## src/sv/pll_pkg.sv

```systemverilog
// package for the positional linked list block
// holds command kinds, status codes and field widths; no dependencies
package pll_pkg;

    localparam int unsigned VALUE_W = 32;
    localparam int unsigned KIND_W  = 3;
    localparam int unsigned POS_W   = 8;
    localparam int unsigned STAT_W  = 2;

    typedef enum logic [KIND_W-1:0] {
        K_INS_FRONT = 3'd0,
        K_INS_BACK  = 3'd1,
        K_INS_POS   = 3'd2,
        K_DEL_FRONT = 3'd3,
        K_DEL_BACK  = 3'd4,
        K_DEL_POS   = 3'd5
    } t_kind;

    typedef enum logic [STAT_W-1:0] {
        ST_OK     = 2'd0,
        ST_UNDER  = 2'd1,
        ST_FULL   = 2'd2,
        ST_BADPOS = 2'd3
    } t_status;

endpackage

```

## src/sv/pll_if.sv

```systemverilog
// valid/ready channel interfaces for the positional linked list
// depends on pll_pkg for field widths
interface pll_cmd_if (input logic i_clk);
    logic                           valid;
    logic                           ready;
    logic [pll_pkg::KIND_W-1:0]     kind;
    logic signed [pll_pkg::VALUE_W-1:0] value;
    logic [pll_pkg::POS_W-1:0]      position;
    modport source (output valid, kind, value, position, input ready);
    modport sink   (input valid, kind, value, position, output ready);
endinterface

interface pll_rsp_if (input logic i_clk);
    logic                           valid;
    logic                           ready;
    logic signed [pll_pkg::VALUE_W-1:0] data;
    logic [pll_pkg::STAT_W-1:0]     status;
    modport source (output valid, data, status, input ready);
    modport sink   (input valid, data, status, output ready);
endinterface

```

## src/sv/pll_ram.sv

```systemverilog
// generic simple dual port ram (one write port, one read port) with registered read
// no dependencies
module pll_ram #(
    parameter int unsigned WIDTH = 32,
    parameter int unsigned DEPTH = 32
) (
    input  logic                     i_clk,
    input  logic                     i_we,
    input  logic [$clog2(DEPTH)-1:0] i_waddr,
    input  logic [WIDTH-1:0]         i_wdata,
    input  logic [$clog2(DEPTH)-1:0] i_raddr,
    output logic [WIDTH-1:0]         o_rdata
);
    logic [WIDTH-1:0] r_mem [DEPTH];

    always_ff @(posedge i_clk) begin
        if (i_we) begin
            r_mem[i_waddr] <= i_wdata;
        end
        o_rdata <= r_mem[i_raddr];
    end
endmodule

```

## src/sv/positional_linked_list.sv

```systemverilog
// Positional linked list: a bounded singly linked list of signed 32-bit words
// held in a pool of CAPACITY nodes with a free chain. Each command transaction
// inserts or deletes at the front, the back or a 1-based position and yields
// one response transaction with the value and a status. A sequencer walks the
// chain one node per link ram read. A rejected command needs no walk, a front
// command no walk either, and a command at the back or a far position walks
// up to the whole list; the walk length sets how long a command takes.
// After reset a clearing pass writes each link ram entry once, chaining the
// link ram into the free list; no command is taken meanwhile. The block takes
// one command at a time; the response sits in an output register until
// taken, and a finished command stalls in its response state while an
// earlier response is still waiting.
// depends on pll_pkg, pll_if and pll_ram
module positional_linked_list #(
    parameter int unsigned CAPACITY = 32
) (
    input  logic        i_clk,
    input  logic        i_rst_n,
    pll_cmd_if.sink     i_cmd,
    pll_rsp_if.source   o_rsp
);
    localparam int unsigned AW = $clog2(CAPACITY);
    localparam int unsigned LW = $clog2(CAPACITY + 1);   // index incl. null
    // position and hop counter width, wide enough for any position field value
    localparam int unsigned TW = ((LW > pll_pkg::POS_W) ? LW : pll_pkg::POS_W) + 1;
    localparam logic [LW-1:0] NIL = LW'(CAPACITY);

    typedef enum logic [3:0] {
        S_INIT, S_IDLE, S_DECIDE, S_WALK_RD, S_WALK_HOP, S_WALK_WAIT,
        S_FREE_RD, S_FREE_WAIT, S_LINK, S_DEL_RD, S_DEL_WAIT, S_DEL_FIN, S_RESP
    } t_state;

    t_state r_state;

    // command registers
    logic [pll_pkg::KIND_W-1:0]         r_kind;
    logic signed [pll_pkg::VALUE_W-1:0] r_value;
    logic [TW-1:0]                      r_target;   // 1-based position to act on
    logic [TW-1:0]                      r_step;     // hop counter
    logic [LW-1:0]                      r_prev;     // node before target, NIL for head
    logic [LW-1:0]                      r_node;
    logic [LW-1:0]                      r_head;
    logic [LW-1:0]                      r_free;
    logic [LW-1:0]                      r_count;
    logic [AW-1:0]                      r_init;
    logic signed [pll_pkg::VALUE_W-1:0] r_data;
    logic [pll_pkg::STAT_W-1:0]         r_status;
    logic                               r_valid;
    // response output register, holds the transaction until taken
    logic signed [pll_pkg::VALUE_W-1:0] r_rsp_data;
    logic [pll_pkg::STAT_W-1:0]         r_rsp_status;

    // second link write (prev.next) is done in S_RESP via a pending register,
    // keeping a single write port
    logic            r_pend;
    logic [AW-1:0]   r_pend_addr;
    logic [LW-1:0]   r_pend_data;
    logic            w_pw;
    assign w_pw = r_pend && (r_state == S_RESP);

    // shared link ram port
    logic            l_we;
    logic [AW-1:0]   l_waddr, l_raddr;
    logic [LW-1:0]   l_wdata, l_rdata;
    logic            v_we;
    logic [AW-1:0]   v_waddr, v_raddr;
    logic [pll_pkg::VALUE_W-1:0] v_rdata;

    pll_ram #(.WIDTH(LW), .DEPTH(CAPACITY)) u_link (
        .i_clk(i_clk), .i_we(l_we), .i_waddr(l_waddr), .i_wdata(l_wdata),
        .i_raddr(l_raddr), .o_rdata(l_rdata)
    );
    pll_ram #(.WIDTH(pll_pkg::VALUE_W), .DEPTH(CAPACITY)) u_value (
        .i_clk(i_clk), .i_we(v_we), .i_waddr(v_waddr), .i_wdata(r_value),
        .i_raddr(v_raddr), .o_rdata(v_rdata)
    );

    logic w_is_ins, w_is_del;
    assign w_is_ins = r_kind <= pll_pkg::K_INS_POS;
    assign w_is_del = (r_kind >= pll_pkg::K_DEL_FRONT) && (r_kind <= pll_pkg::K_DEL_POS);

    assign i_cmd.ready  = (r_state == S_IDLE);
    assign o_rsp.valid  = r_valid;
    assign o_rsp.data   = r_rsp_data;
    assign o_rsp.status = r_rsp_status;

    // ram port steering; a read address is driven up to the state before
    // the one that uses the registered read data
    always_comb begin
        l_we = 1'b0; l_waddr = '0; l_wdata = '0; l_raddr = '0;
        v_we = 1'b0; v_waddr = r_free[AW-1:0]; v_raddr = r_node[AW-1:0];
        case (r_state)
            S_INIT: begin
                l_we = 1'b1; l_waddr = r_init; l_wdata = LW'(r_init) + LW'(1);
            end
            S_WALK_RD: l_raddr = r_node[AW-1:0];
            S_FREE_RD, S_FREE_WAIT: l_raddr = r_free[AW-1:0];
            // insert: node.next = prev.next (or head); store value
            S_LINK: begin
                l_we = 1'b1; l_waddr = r_free[AW-1:0];
                l_wdata = (r_prev == NIL) ? r_head : r_node;
                v_we = 1'b1;
            end
            S_DEL_RD, S_DEL_WAIT: l_raddr = r_node[AW-1:0];
            // delete: victim.next = free head
            S_DEL_FIN: begin
                l_we = 1'b1; l_waddr = r_node[AW-1:0]; l_wdata = r_free;
            end
            // pending prev.next write
            S_RESP: begin
                l_we = w_pw; l_waddr = r_pend_addr; l_wdata = r_pend_data;
            end
            default: ;
        endcase
    end

    always_ff @(posedge i_clk) begin
        if (!i_rst_n) begin
            r_state <= S_INIT;
            r_init  <= '0;
            r_head  <= NIL;
            r_free  <= '0;
            r_count <= '0;
            r_valid <= 1'b0;
            r_pend  <= 1'b0;
        end else begin
            if (r_state == S_RESP && (!r_valid || o_rsp.ready)) r_valid <= 1'b1;
            else if (o_rsp.valid && o_rsp.ready) r_valid <= 1'b0;
            case (r_state)
                S_INIT: begin
                    r_init <= r_init + AW'(1);
                    if (r_init == AW'(CAPACITY - 1)) r_state <= S_IDLE;
                end
                S_IDLE: begin
                    if (i_cmd.valid) begin
                        r_kind  <= i_cmd.kind;
                        r_value <= i_cmd.value;
                        r_target <= TW'(i_cmd.position);
                        r_state <= S_DECIDE;
                    end
                end
                S_DECIDE: begin
                    r_data <= '0;
                    r_prev <= NIL;
                    r_node <= r_head;
                    r_step <= TW'(1);
                    if (w_is_ins) begin
                        if (r_count >= NIL) begin
                            r_status <= pll_pkg::ST_FULL; r_state <= S_RESP;
                        end else if (r_kind == pll_pkg::K_INS_FRONT || r_count == '0) begin
                            r_status <= pll_pkg::ST_OK;
                            r_target <= TW'(1); r_state <= S_FREE_RD;
                        end else if (r_kind == pll_pkg::K_INS_BACK) begin
                            r_status <= pll_pkg::ST_OK;
                            r_target <= TW'(r_count) + TW'(1);
                            r_state <= S_WALK_WAIT;
                        end else if (r_target >= TW'(1) &&
                                     r_target <= TW'(r_count) + TW'(1)) begin
                            r_status <= pll_pkg::ST_OK; r_state <= S_WALK_WAIT;
                        end else begin
                            r_status <= pll_pkg::ST_BADPOS; r_state <= S_RESP;
                        end
                    end else if (w_is_del) begin
                        if (r_count == '0) begin
                            r_status <= pll_pkg::ST_UNDER; r_state <= S_RESP;
                        end else if (r_kind == pll_pkg::K_DEL_FRONT || r_count == LW'(1)) begin
                            r_status <= pll_pkg::ST_OK;
                            r_target <= TW'(1); r_state <= S_DEL_RD;
                        end else if (r_kind == pll_pkg::K_DEL_BACK) begin
                            r_status <= pll_pkg::ST_OK;
                            r_target <= TW'(r_count); r_state <= S_WALK_WAIT;
                        end else if (r_target >= TW'(1) &&
                                     r_target <= TW'(r_count)) begin
                            r_status <= pll_pkg::ST_OK; r_state <= S_WALK_WAIT;
                        end else begin
                            r_status <= pll_pkg::ST_BADPOS; r_state <= S_RESP;
                        end
                    end else begin
                        r_status <= pll_pkg::ST_BADPOS; r_state <= S_RESP;
                    end
                end
                // walk until r_prev is node at target-1 and r_node its successor
                S_WALK_WAIT: begin
                    if (r_step >= r_target) begin
                        r_state <= w_is_ins ? S_FREE_RD : S_DEL_RD;
                    end else r_state <= S_WALK_RD;
                end
                S_WALK_RD: r_state <= S_WALK_HOP;
                S_WALK_HOP: begin
                    r_prev <= r_node;
                    r_node <= l_rdata;
                    r_step <= r_step + TW'(1);
                    r_state <= S_WALK_WAIT;
                end
                S_FREE_RD: r_state <= S_FREE_WAIT;
                S_FREE_WAIT: r_state <= S_LINK;
                S_LINK: begin
                    r_free <= l_rdata;
                    if (r_prev == NIL) r_head <= r_free;
                    else begin
                        r_pend <= 1'b1; r_pend_addr <= r_prev[AW-1:0];
                        r_pend_data <= r_free;
                    end
                    r_count <= r_count + LW'(1);
                    r_data  <= r_value;
                    r_state <= S_RESP;
                end
                S_DEL_RD: r_state <= S_DEL_WAIT;
                S_DEL_WAIT: r_state <= S_DEL_FIN;
                S_DEL_FIN: begin
                    if (r_prev == NIL) r_head <= l_rdata;
                    else begin
                        r_pend <= 1'b1; r_pend_addr <= r_prev[AW-1:0];
                        r_pend_data <= l_rdata;
                    end
                    r_free  <= r_node;
                    r_count <= r_count - LW'(1);
                    r_data  <= v_rdata;
                    r_state <= S_RESP;
                end
                S_RESP: begin
                    // wait for any earlier response to drain, then present
                    if (!r_valid || o_rsp.ready) begin
                        r_pend       <= 1'b0;
                        r_rsp_data   <= r_data;
                        r_rsp_status <= r_status;
                        r_state      <= S_IDLE;
                    end
                end
                default: r_state <= S_IDLE;
            endcase
        end
    end

    // a waiting response transaction holds still
    a_rsp_stable: assert property (@(posedge i_clk) disable iff (!i_rst_n)
        (o_rsp.valid && !o_rsp.ready) |=>
            (o_rsp.valid && $stable(o_rsp.data) && $stable(o_rsp.status)));

    // one command at a time
    a_one_cmd: assert property (@(posedge i_clk) disable iff (!i_rst_n)
        (i_cmd.valid && i_cmd.ready) |=> !i_cmd.ready);

    // the list never exceeds the pool
    a_count_bound: assert property (@(posedge i_clk) disable iff (!i_rst_n)
        r_count <= NIL);
endmodule

```

## src/flat_wrapper.sv

```systemverilog
// flat-port wrapper written by rule: the top's interface ports become plain ports
module positional_linked_list_flat 
#(
    parameter int unsigned CAPACITY = 32
)
  (i_clk, i_rst_n, i_cmd_valid, i_cmd_kind, i_cmd_value, i_cmd_position, i_cmd_ready, o_rsp_valid, o_rsp_data, o_rsp_status, o_rsp_ready);
  pll_cmd_if i_cmd_i (.i_clk(i_clk));
  pll_rsp_if o_rsp_i (.i_clk(i_clk));
  input  logic i_clk;
  input  logic i_rst_n;
  input wire logic [$bits(i_cmd_i.valid)-1:0] i_cmd_valid;
  input wire logic [$bits(i_cmd_i.kind)-1:0] i_cmd_kind;
  input wire logic [$bits(i_cmd_i.value)-1:0] i_cmd_value;
  input wire logic [$bits(i_cmd_i.position)-1:0] i_cmd_position;
  output wire logic [$bits(i_cmd_i.ready)-1:0] i_cmd_ready;
  output wire logic [$bits(o_rsp_i.valid)-1:0] o_rsp_valid;
  output wire logic [$bits(o_rsp_i.data)-1:0] o_rsp_data;
  output wire logic [$bits(o_rsp_i.status)-1:0] o_rsp_status;
  input wire logic [$bits(o_rsp_i.ready)-1:0] o_rsp_ready;
  assign i_cmd_i.valid = i_cmd_valid;
  assign i_cmd_i.kind = i_cmd_kind;
  assign i_cmd_i.value = i_cmd_value;
  assign i_cmd_i.position = i_cmd_position;
  assign i_cmd_ready = i_cmd_i.ready;
  assign o_rsp_valid = o_rsp_i.valid;
  assign o_rsp_data = o_rsp_i.data;
  assign o_rsp_status = o_rsp_i.status;
  assign o_rsp_i.ready = o_rsp_ready;
  positional_linked_list #(.CAPACITY(CAPACITY)) u_core (.i_clk(i_clk), .i_rst_n(i_rst_n), .i_cmd(i_cmd_i), .o_rsp(o_rsp_i));
endmodule
```

## config.mk

```make
export PLATFORM = sky130hd
export DESIGN_NAME = positional_linked_list_flat
export DESIGN_NICKNAME = d
export VERILOG_FILES = /design/src/sv/pll_pkg.sv /design/src/sv/pll_if.sv /design/src/sv/pll_ram.sv /design/src/sv/positional_linked_list.sv /design/src/flat_wrapper.sv
export SDC_FILE = /design/constraint.sdc
export NUM_CORES = 1
export LEC_CHECK = 0
export BUFFER_PORTS_ARGS = -buffer_cell sky130_fd_sc_hd__buf_4
export CORE_UTILIZATION = 56
export CTS_BUF_LIST = sky130_fd_sc_hd__clkbuf_16
export CTS_CLUSTER_DIAMETER = 30
export CTS_CLUSTER_SIZE = 10
export DETAILED_ROUTE_END_ITERATION = 8
export GPL_TIMING_DRIVEN = 0
export PLACE_DENSITY = 0.75
export SLEW_MARGIN = 25
export SYNTH_ARGS = -nofsm -noshare
export SYNTH_HDL_FRONTEND = slang
export SYNTH_SLANG_ARGS = --single-unit
```

## constraint.sdc

```tcl
create_clock -name i_clk -period 3.36 [get_ports i_clk]
set_clock_uncertainty 0.2 [all_clocks]
set_input_delay 0.672 -clock i_clk [delete_from_list [all_inputs] [get_ports i_clk]]
set_output_delay 0.672 -clock i_clk [all_outputs]
set_load 0.005 [all_outputs]
```

==> qor.yml <==
clocking:
  path_clk_slew_ns: 0.05
  cts_sinks: 1426
  worstSkewPairLatency_ns: 0.89
  clock_path_buffers: 4
  cts_tree: "built"
  cts_root_buf: "clkbuf_16"
  h-tree-depth: 5
  numCtsBuffers: 275
logic_synthesis:
  synth_top_family_by_area: "multiplexers"
  synthTopCellsByArea: "edfxtp_1 74%, mux4_2 13%, dfxtp_1 2.4%"
  yosys-top-cells-count: "1359 x edfxtp_1, 320 x mux4_2, 191 x nand2_1, 117 x nor2_1, 92 x clkbuf_1"
  yosys_register_bits: 1426
  dominantRegCellSynth: "edfxtp_1"
  synth_top_area_share: 0.7373
  synth.area.mux_share: 0.1387
  syn_area_um2: 55350
  ys_types: 61
  synth-simple-area-share: 0.03951
  yosysTopAreaCell: "edfxtp_1"
  syn_area_per_cell_um2: 19.86
  synth.most_common_cell: "edfxtp_1"
  synth_xor_area_frac: 0.003639
  yosysWarnings: 0
  synth_fp_nets: 2860
  synth-adder-area-share: 0.005877
  seq_area_frac_synth: 0.7615
  synth_edf_count: 1359
  async_flop_share: 0
  synthCells: 2787
  synth_compound_area_frac: 0.03671
setup_path:
  cp_max_fo: 10
  cp-start-kind: "flip-flop"
  cp.arrival_ns: 3.76
  cp_slowest_cell: "clkdlybuf4s15_2"
  crit_chain: "clkbuf_2 > clkdlybuf4s15_2 > a221o_1 > nor2b_1 > nand3_2 > nor2_2"
  worst_setup_path_end_kind: "flip-flop"
  required_ns: 3.64
  critPathKind: "reg -> reg"
  cpPeakStageDelay_ns: 0.51
  ff2ff_setup_slack_ns: -0.12
layout:
  drive_above_1_share: 0.3359
  final_nets: 3401
  area_delta_synth_final_pct: 26.92
  diodes: 0
grt:
  grt_usage: 0.3433
  grt_overflow: 0
  grt_pass1_wl_um: 239600
  antenna_found_initial: 1
  grt_max_degree: 34
  grt_pass1_vias: 33992
die:
  die-height_um: 316.4
  rows: 114
  core_um2: 97280
  die_area_um2: 100100
  die_x_um: 316.4
  initial_core_util: 0.5690
  io_pins: 83
sta:
  layout_setup_ws_ns: -0.1205
  rsz0062_at_grt: "true"
  fin_crit_sh: 1.036
  tns_ns: -3.375
  slew_viol_final: 0
  finalSetupViolCount: 50
  tightest_slew_ns: 1.215
  maxSlewHeadroom: 0.1901
  fmax_mhz: 287.3
  hold_viol_final: 0
  layout_min_cycle_time_ns: 3.481
place:
  gp_congestion: 0.9345
  dp_hpwl_um: 94190
  port_buffers: 82
  dp_slack_ns: -1.160
detailed_routing:
  route.detailed.drc: 0
  ant_nets: 0
  num_vias: 33374
  wl_per_cell_um: 36.74
  wl_um: 176300
  viasPerCell: 6.956
  dr.first_iter.drc_count: 5206
  drt_pass1_iterations: 6
worst_hold_path:
  hold_path_class: "in -> reg"
outcome:
  status: "finished with violations"
  violations: "setup timing"
power:
  power_leakage_nw: 23.58
  power_density_nw_per_um2: 661.0
  peakVddDrop_mv: 0.6873
run:
  drv_cap: 0
==> worst max-delay path, delay by kind of cell (launching register included) <==
kind                   cells  cell delay (ns)
buffers and inverters      2             0.86
AO/OA/AOI/OAI              1             0.46
AND/OR/NAND/NOR            3             1.12
flip-flops                 1             0.47
==> kinds of logic after synthesis <==
family | Yosys count
flip-flops | 1426
AND/OR/NAND/NOR | 478
multiplexers | 363
AO/OA/AOI/OAI | 280
buffers and inverters | 191
adder cells (fa/ha/maj) | 26
XOR/XNOR | 23
==> power by group <==
group | switching, mW | internal (mW) | total (mW) | leakage [nW]
clock network | 9.49 | 17.3 | 26.8 | 4.39
logic | 0.204 | 0.134 | 0.338 | 6.33
registers | 0.0240 | 19.3 | 19.3 | 12.9
==> flip-flops by register name, indices dropped and copies added (netlist names) <==
name and flops:
u_core.u_value.o_rdata 32, u_core.r_pend_addr 5, u_core.r_status 2, u_core.o_rsp.valid 1, u_core.r_node 6, u_core.u_link.o_rdata 6, u_core.r_pend_data 6, u_core.u_link.r_mem 192
u_core.r_init 5, u_core.r_head 6, u_core.o_rsp.status 2, u_core.r_step 9, u_core.o_rsp.data 32, u_core.r_state 4, u_core.u_value.r_mem 1024, u_core.r_free 6
u_core.r_pend 1, u_core.r_prev 6, u_core.r_kind 3, u_core.r_value 32, u_core.r_data 32, u_core.r_target 8, u_core.r_count 6
==> repair_timing <==
action | 4_1_cts | 5_1_grt
setup buffers | 45 | 11
hold buffers | 42 | 0
setup endpoints to repair | 1323 | 655
gates resized for setup | 108 | 33
hold endpoints to repair | 44 | 0
gates cloned | 0 | 0
pin swaps | 17 | 4
==> cells in the final DEF (no fill, tap or decap), types with 12 or more instances in the layout <==
master         count
nor2_1            52
dfxtp_1           67
a21oi_1           40
a211oi_1          52
clkinv_1          29
clkbuf_1          58
a22o_1            35
buf_12            36
a31oi_1           12
nand2_1          187
inv_6             25
o21ai_0           30
bufinv_16         28
buf_8             18
edfxtp_1        1359
buf_2             40
buf_16            45
inv_1             61
clkbuf_16        280
mux2_2            33
clkinv_2          30
nor2_4            60
dlygate4sd3_1     42
clkinvlp_4        26
and3_1            49
clkinv_4          18
nor3_1            13
clkbuf_2          29
buf_4            136
nand2b_1          14
xnor2_1           14
buf_1             12
nand3_1           27
mux4_2           320
ha_1              25
a311oi_1          31
==> area by class of cell <==
type | count | area (µm²)
inverters | 29 | 108.9
plain buffers | 157 | 763.2
well taps | 1276 | 1597
flip-flops and latches | 1426 | 42150
fillers | 5293 | 27030
multi-input cells | 1170 | 13170
repair buffers | 269 | 3615
clock buffers | 280 | 7007
clock inverters | 191 | 1841
==> metrics by stage <==
step / std cells / cell area [µm²] / power [mW] / utilization / hold slack (ns)
finish: 4798 / 70250 / 46.43 / 0.7222 / 0.03692
global route: 4798 / 70250 / 47.21 / 0.7222 / 0.04759
CTS: 4779 / 69870 / 46.29 / 0.7182 / 0.009269
detailed placement: 4224 / 59760 / 19.92 / 0.6143 / 0.2045
global placement: 4145 / 57580 / 19.90 / 0.5919 / 0.2058
floorplan: 2787 / 55370 / 19.76 / - / 0.2003
==> routing by layer <==
layer  track usage  up-vias  share of wire
met3       0.08071      630           0.11
met5             0        -       0.000051
met1        0.4325    16989           0.34
met4        0.1929        2          0.060
li1              -    12655              -
met2        0.5534     3098           0.49
==> final timing paths <==
kind                                             startpoint                                  end  cells after the start
worst min-delay path                      i_cmd_position[5]         u_core.r_target[5]$_DFFE_PP_                      3
worst max-delay path             u_core.r_node[1]$_DFFE_PP_  u_core.u_link.r_mem[4][5]$_DFFE_PP_                      6
worst min register to register  u_core.r_data[13]$_DFFE_PP_      u_core.o_rsp.data[13]$_DFFE_PP_                      0
worst max register to register   u_core.r_node[1]$_DFFE_PP_  u_core.u_link.r_mem[4][5]$_DFFE_PP_                      6
Power figures use the tool's default switching activity.
